## src/rtl/fbt_ram.sv

```systemverilog
// Generic single-port-write, single-read RAM with registered read data.
module fbt_ram #(
	parameter int WIDTH = 8,
	parameter int DEPTH = 16
) (
	input  logic                     clk,
	input  logic                     we,
	input  logic [$clog2(DEPTH)-1:0] waddr,
	input  logic [WIDTH-1:0]         wdata,
	input  logic [$clog2(DEPTH)-1:0] raddr,
	output logic [WIDTH-1:0]         rdata
);
	logic [WIDTH-1:0] mem [DEPTH];

	always_ff @(posedge clk) begin
		if (we) begin
			mem[waddr] <= wdata;
		end
		rdata <= mem[raddr];
	end
endmodule
```

## config.mk

```make
export PLATFORM = sky130hd
export DESIGN_NAME = fbt_ram
export DESIGN_NICKNAME = d
export VERILOG_FILES = /design/src/rtl/fbt_ram.sv
export SDC_FILE = /design/constraint.sdc
export NUM_CORES = 1
export LEC_CHECK = 0
export ABC_CLOCK_PERIOD_IN_PS = 3500
export BUFFER_PORTS_ARGS = -buffer_cell sky130_fd_sc_hd__buf_2
export CAP_MARGIN = 20
export CELL_PAD_IN_SITES_DETAIL_PLACEMENT = 1
export CELL_PAD_IN_SITES_GLOBAL_PLACEMENT = 1
export CORE_ASPECT_RATIO = 1.4
export CORE_MARGIN = 5
export CORE_UTILIZATION = 30
export CTS_CLUSTER_SIZE = 12
export DETAILED_ROUTE_END_ITERATION = 12
export PLACE_DENSITY_LB_ADDON = 0.1
export SYNTH_ARGS = -nofsm -noshare
export SYNTH_HDL_FRONTEND = slang
export SYNTH_SLANG_ARGS = --single-unit
```

## constraint.sdc

```tcl
create_clock -name clk -period 3.5 [get_ports clk]
set_input_delay 0.875 -clock clk [delete_from_list [all_inputs] [get_ports clk]]
set_output_delay 0.875 -clock clk [all_outputs]
set_load 0.05 [all_outputs]
```

==> run_results.csv, run 1 <==
group,metric,value,unit
timing,rsz0062_at_grt,"false",
floorplanning,dieArea,19910,um2
power_and_ir_drop,power,3.663,mW
global_routing,grt_pass1_vias,2732,
clock_tree,cts_sinks,136,
drt,dr_total_vias,2426,
logic_synthesis,synth_top_area_share,74.67,%
timing,max_freq,0.4615,GHz
finish,area_growth_syn_to_layout,19.18,%
floorplanning,die-height,165.0,um
drt,postRouteAntennaNets,0,
clock_tree,worstSkewPairLatency,0.41,ns
worst_setup_path,reg2reg_slack,2.11,ns
worst_setup_path,startpoint_type,"primary input",
timing,setup_tns,0,ns
logic_synthesis,syn_area,5147,um2
placed_design,io_buffers,25,
logic_synthesis,yosysUniqueCellTypes,19,
logic_synthesis,ys_warn_count,0,
logic_synthesis,syn_inst,229,
finish,antenna_cells,0,
finish,final_cells,496,
hold_path,hold-path-cell-count,3,
worst_setup_path,worst-path-max-fanout,8,
logic_synthesis,ys_seq_area_share,77.78,%
placed_design,finalWeightedCongestion,0.6644,
power_and_ir_drop,p_leak,2.067,nW
logic_synthesis,synth_top_area_cell,"edfxtp_1",
timing,setup_ws,1.333,ns
timing,setup_viol,0,
placed_design,placed_area,5593,um2
timing,min_period_over_period,61.91,%
worst_setup_path,critical_path_arrival,2.20,ns
floorplanning,die_w,120.7,um
timing,slew_headroom,40.00,%
clock_tree,cts_max_path_buffers,2,
clock_tree,post_cts_resized,0,
worst_setup_path,crit_path_cell_trace,"buf_2 > or3b_2 > nor2_1",
timing,tightest_slew,0.8968,ns
placed_design,pre_cts_ws,0.8622,ns
drt,drc,0,
worst_setup_path,crit_slowest_cell,"nor2_1",
timing,clock_skew,0.005249,ns
clock_tree,h-tree-depth,4,
worst_setup_path,cp-end-kind,"flop",
timing,timing.hold.ws,0.6716,ns
logic_synthesis,synthesis.nets,247,
floorplanning,start_util,30.61,%
global_routing,grt_usage,12.47,%
power_and_ir_drop,powerDensity,597.1,nW/um2
logic_synthesis,ys_seq_elements,136,
global_routing,antenna_found_initial,0,
hold_path,hp-class,"flop to flop",
floorplanning,pin_count,26,
clock_tree,path_clk_slew,0.06,ns
clock_tree,post_cts_buffers,0,
power_and_ir_drop,vdd_drop_max,368.6,uV
clock_tree,cts_root_buf,"clkbuf_16",
global_routing,grt_pass1_wl,17010,um
clock_tree,hold_buffers,0,
worst_setup_path,rr_endpoint,"rdata[4]",
logic_synthesis,synth_area_leaders,"edfxtp_1 75%, mux4_2 7.9%, mux4_1 7.1%",
worst_setup_path,rr_worst_depth,3,
finish,drive_gt1_share,30.72,%
timing,slew_violations,0,
run,drv_cap,0,
placed_design,post-place-cells,464,
finish,fin_util,36.48,%
hold_path,worstHoldEndpoint,"rdata[3]",
worst_setup_path,reg2reg_from,"mem[9][4]",
finish,stdcell_area,6135,um2
drt,totalWireLength,11530,um
floorplanning,core,16820,um2
drt,avgRoutedWirePerCell,23.24,um
global_routing,grt_max_degree,33,
worst_setup_path,crit_type,"primary input to flop",
drt,detail_route.iter0.violations,118,
status,outcome,"completed",
hold_path,min_from,"mem[14][3]",
clock_tree,cts_tree,"done",
drt,vias_per_cell,4.891,
worst_setup_path,slowest_delay,0.70,ns
finish,fin_nets,298,
timing,period_needed,2.167,ns
clock_tree,cts_made_buffers,17,
drt,first_pass_iters,4,
placed_design,hpwl,7457,um
global_routing,overflow,0,
logic_synthesis,avgSynthCellArea,22.48,um2
floorplanning,rows,56,
worst_setup_path,cp.required,3.53,ns
timing,hold_viol,0,
-- layout by cell type, fill, tap and decap left out --
cell | synthesis | final
nand3b_1 | 2 | 2
clkbuf_1 | 0 | 3
dfxtp_1 | 8 | 8
edfxtp_1 | 128 | 128
nor2_1 | 13 | 13
buf_2 | 3 | 25
and2b_1 | 1 | 1
nand2_1 | 9 | 9
clkbuf_8 | 0 | 2
mux4_2 | 18 | 18
nor3_1 | 4 | 4
mux4_1 | 14 | 14
nand3_1 | 1 | 1
bufinv_16 | 0 | 1
buf_12 | 0 | 2
buf_4 | 1 | 15
nand2b_1 | 2 | 2
a22oi_1 | 16 | 16
nor2b_1 | 1 | 1
clkbuf_16 | 0 | 17
clkinvlp_4 | 0 | 1
clkinv_2 | 0 | 8
or3b_2 | 1 | 1
and2_1 | 1 | 1
-- flip-flops by register name, indices dropped and copies added (netlist names) --
name and flops:
rdata 8, mem 128
-- area by class of cell --
class,instances,area [um2]
tap,203,254.0
clock buffer,22,464.2
sequential,136,4004
timing repair buffer,42,277.8
multi-input combinational,83,1057
clock inverter,10,77.57
fill,1658,10680
-- critical path: cells and delay by family --
family	cells	cell delay, ns
and+or+nand+nor	2	1.20
buffers and inverters	1	0.11
-- synthesized netlist by cell type --
cell	number
and2b_1	1
nand2_1	9
dfxtp_1	8
mux4_2	18
and2_1	1
mux4_1	14
edfxtp_1	128
nor3_1	4
nor2b_1	1
buf_4	1
nor2_1	13
or3b_2	1
nand3_1	1
a22oi_1	16
buf_2	3
clkdlybuf4s25_2	3
buf_6	3
nand2b_1	2
nand3b_1	2
-- worst max-delay path by stage --
stage | end | cells after the start | start
floorplan | mem[0][0] | 2 | waddr[2]
global route | mem[3][1] | 3 | waddr[2]
detailed placement | mem[2][3] | 3 | waddr[2]
CTS | mem[2][1] | 3 | waddr[2]
finish | mem[3][1] | 3 | waddr[2]
global placement | mem[3][5] | 3 | waddr[2]
-- logic make-up (layout without fill, tap and decap cells) --
kind of cell,after synthesis,after routing,synth area share [%]
buf+inv,10,74,1.677
simple gates,35,35,3.184
mux,32,32,15.02
flops,136,136,77.78
compound gates,16,16,2.334
-- power by group --
part | internal [mW] | total (mW) | switching [mW] | leakage [nW]
sequential | 1.82 | 1.83 | 0.00874 | 1.22
combinational | 0.0724 | 0.210 | 0.138 | 0.570
clock | 1.00 | 1.62 | 0.620 | 0.273
total | 2.90 | 3.66 | 0.767 | 2.07
-- metal layers --
layer  wire [um]  global-route usage [%]  vias up
li1            -                       -     1077
met1        4601                   13.76     1286
met2        6367                   22.56       52
met3         394                   3.666       11
met4         161                   4.794        0
met5           0                       0        -
Note: power is estimated with default switching activity, not from simulation.
==> run 2: changes to the inputs <==
--- a/config.mk
+++ b/config.mk
@@ -5,7 +5,7 @@
 export SDC_FILE = /design/constraint.sdc
 export NUM_CORES = 1
 export LEC_CHECK = 0
-export ABC_CLOCK_PERIOD_IN_PS = 3500
+export ABC_CLOCK_PERIOD_IN_PS = 2200
 export BUFFER_PORTS_ARGS = -buffer_cell sky130_fd_sc_hd__buf_2
 export CAP_MARGIN = 20
 export CELL_PAD_IN_SITES_DETAIL_PLACEMENT = 1
==> constraint.sdc (replaced) <==
create_clock -name clk -period 2.2 [get_ports clk]
set_input_delay 0.55 -clock clk [delete_from_list [all_inputs] [get_ports clk]]
set_output_delay 0.55 -clock clk [all_outputs]
set_load 0.05 [all_outputs]
==> run 2 against run 1 <==
Net effect:
- via count fell by 1.3%
- clock power rose by 73%
- global-route usage barely moved
- highest routed layer is now met5
- critical path depth fell by 2
- largest power group unchanged
- combinational power rose by 60%
- design area rose by 1.3%
- final cell count rose by 0.60%
- sequential share of layout area fell by 0.84 points
- power rose by 65%
==> run_results.csv, run 2 (synthesis results as in run 1) <==
group,metric,value,unit
status,outcome,"completed",
timing,tightest_slew,0.9902,ns
drt,vias_per_cell,4.798,
worst_setup_path,critical_path_arrival,1.06,ns
drt,first_pass_iters,4,
power_and_ir_drop,powerDensity,973.1,nW/um2
global_routing,use_met1,15.58,%
worst_setup_path,startpoint_type,"flop",
finish,reg_top3,"mem (128), rdata (8)",
worst_setup_path,reg2reg_from,"mem[0][5]",
drt,totalWireLength,11540,um
global_routing,overflow,0,
worst_setup_path,rr_endpoint,"rdata[5]",
global_routing,grt_use_met3,3.426,%
global_routing,top_usage_layer,"met2",
worst_setup_path,slowest_delay,0.36,ns
worst_setup_path,crit_path_cell_trace,"buf_2",
finish,fin_nets,301,
timing,setup_tns,0,ns
floorplanning,core,16820,um2
timing,timing.hold.ws,0.5256,ns
clock_tree,hold_buffers,0,
timing,slew_headroom,33.74,%
finish,drive_gt1_share,31.08,%
hold_path,hp-class,"primary input to flop",
worst_setup_path,critPathBufInv,1,
clock_tree,post_cts_resized,0,
hold_path,hold-path-cell-count,1,
clock_tree,post_cts_buffers,0,
worst_setup_path,critPathTopFamily,"flip-flops",
timing,max_freq,0.6225,GHz
finish,antenna_cells,0,
finish,largest-register,"mem",
global_routing,grt_pass1_vias,2629,
worst_setup_path,cp-end-kind,"output port",
worst_setup_path,rr_worst_depth,3,
timing,slew_violations,0,
clock_tree,worstSkewPairLatency,0.41,ns
timing,rsz0062_at_grt,"false",
timing,setup_viol,0,
clock_tree,cts_max_path_buffers,2,
finish,largest_reg_flops,128,
drt,drc,0,
worst_setup_path,crit_slowest_cell,"dfxtp_1",
finish,final_cell_mix,"128 x edfxtp_1, 25 x buf_2, 18 x mux4_2",
finish,area_growth_syn_to_layout,20.73,%
hold_path,min_from,"wdata[6]",
placed_design,hpwl,7597,um
drt,avgRoutedWirePerCell,23.13,um
floorplanning,die_w,120.7,um
hold_path,worstHoldEndpoint,"mem[14][6]",
global_routing,antenna_found_initial,1,
timing,hold_viol,0,
floorplanning,rows,56,
clock_tree,h-tree-depth,4,
global_routing,met2_usage,20.91,%
floorplanning,die-height,165.0,um
timing,period_needed,1.606,ns
power_and_ir_drop,vdd_drop_max,488.7,uV
power_and_ir_drop,p_leak,2.084,nW
global_routing,grt_max_degree,33,
finish,fillers,1646,
clock_tree,cts_tree,"done",
floorplanning,start_util,30.61,%
timing,min_period_over_period,73.02,%
placed_design,io_buffers,25,
global_routing,grt_pass1_wl,17310,um
floorplanning,dieArea,19910,um2
clock_tree,cts_root_buf,"clkbuf_16",
drt,detail_route.iter0.violations,118,
finish,layout_commonest_cell,"edfxtp_1",
timing,clock_skew,0.006142,ns
drt,dr_total_vias,2394,
worst_setup_path,crit_type,"flop to output port",
clock_tree,cts_made_buffers,17,
run,drv_cap,0,
worst_setup_path,cp.required,1.65,ns
clock_tree,path_clk_slew,0.06,ns
placed_design,finalWeightedCongestion,0.6916,
global_routing,grt_usage,12.50,%
drt,postRouteAntennaNets,0,
clock_tree,cts_sinks,136,
worst_setup_path,worst-path-max-fanout,1,
worst_setup_path,reg2reg_slack,0.87,ns
floorplanning,pin_count,26,
[run 2: cell types whose count changed in the layout (fill, tap and decap cells not counted), sizes merged]
cell	delta
buf	+3
clkinv	-4
clkinvlp	+4
inv	+1
clkbuf	-3
bufinv	+2
[run 2: per-layer routing]
layer  share of wire, %  up-vias
li1                   -     1085
met1                 43     1247
met2                 52       48
met3                3.5       12
met4                1.4        2
met5               0.11        -
[run 2: through the flow]
step | instance area (um2) | instances | utilization (%) | setup WS (ns) | power [mW]
3_5_place_dp | 5628 | 467 | 33.47 | 0.1784 | 3.316
3_3_place_gp | 5628 | 467 | 33.47 | 0.1573 | 3.314
5_1_grt | 6215 | 499 | 36.96 | 0.5599 | 6.265
6_report | 6215 | 499 | 36.96 | 0.5936 | 6.048
2_1_floorplan | 5147 | 229 | - | 0.1571 | 3.171
4_1_cts | 6215 | 499 | 36.96 | 0.5784 | 6.128
[run 2: power by group]
| part | internal (mW) | switching, mW | total (mW) |
|---|---|---|---|
| registers | 2.90 | 0.0164 | 2.91 |
| clock network | 1.77 | 1.03 | 2.80 |
| logic | 0.121 | 0.215 | 0.336 |
| total | 4.79 | 1.26 | 6.05 |
[run 2: how the worst max path moves through the flow]
stage	from	end	depth (start not counted)
2_1_floorplan	waddr[2]	mem[0][0]	2
3_3_place_gp	raddr[0]	rdata[0]	5
3_5_place_dp	raddr[0]	rdata[0]	5
4_1_cts	rdata[7]	rdata[7]	1
5_1_grt	rdata[7]	rdata[7]	1
6_report	rdata[7]	rdata[7]	1
[run 2: final cells by class]
| cell class | count | area, um2 | area share [%] |
|---|---|---|---|
| flip-flops and latches | 136 | 4004 | 64.43 |
| multi-input cells | 83 | 1057 | 17.01 |
| clock buffers | 19 | 432.9 | 6.966 |
| repair buffers | 45 | 312.8 | 5.033 |
| well taps | 203 | 254.0 | 4.087 |
| clock inverters | 13 | 153.9 | 2.476 |
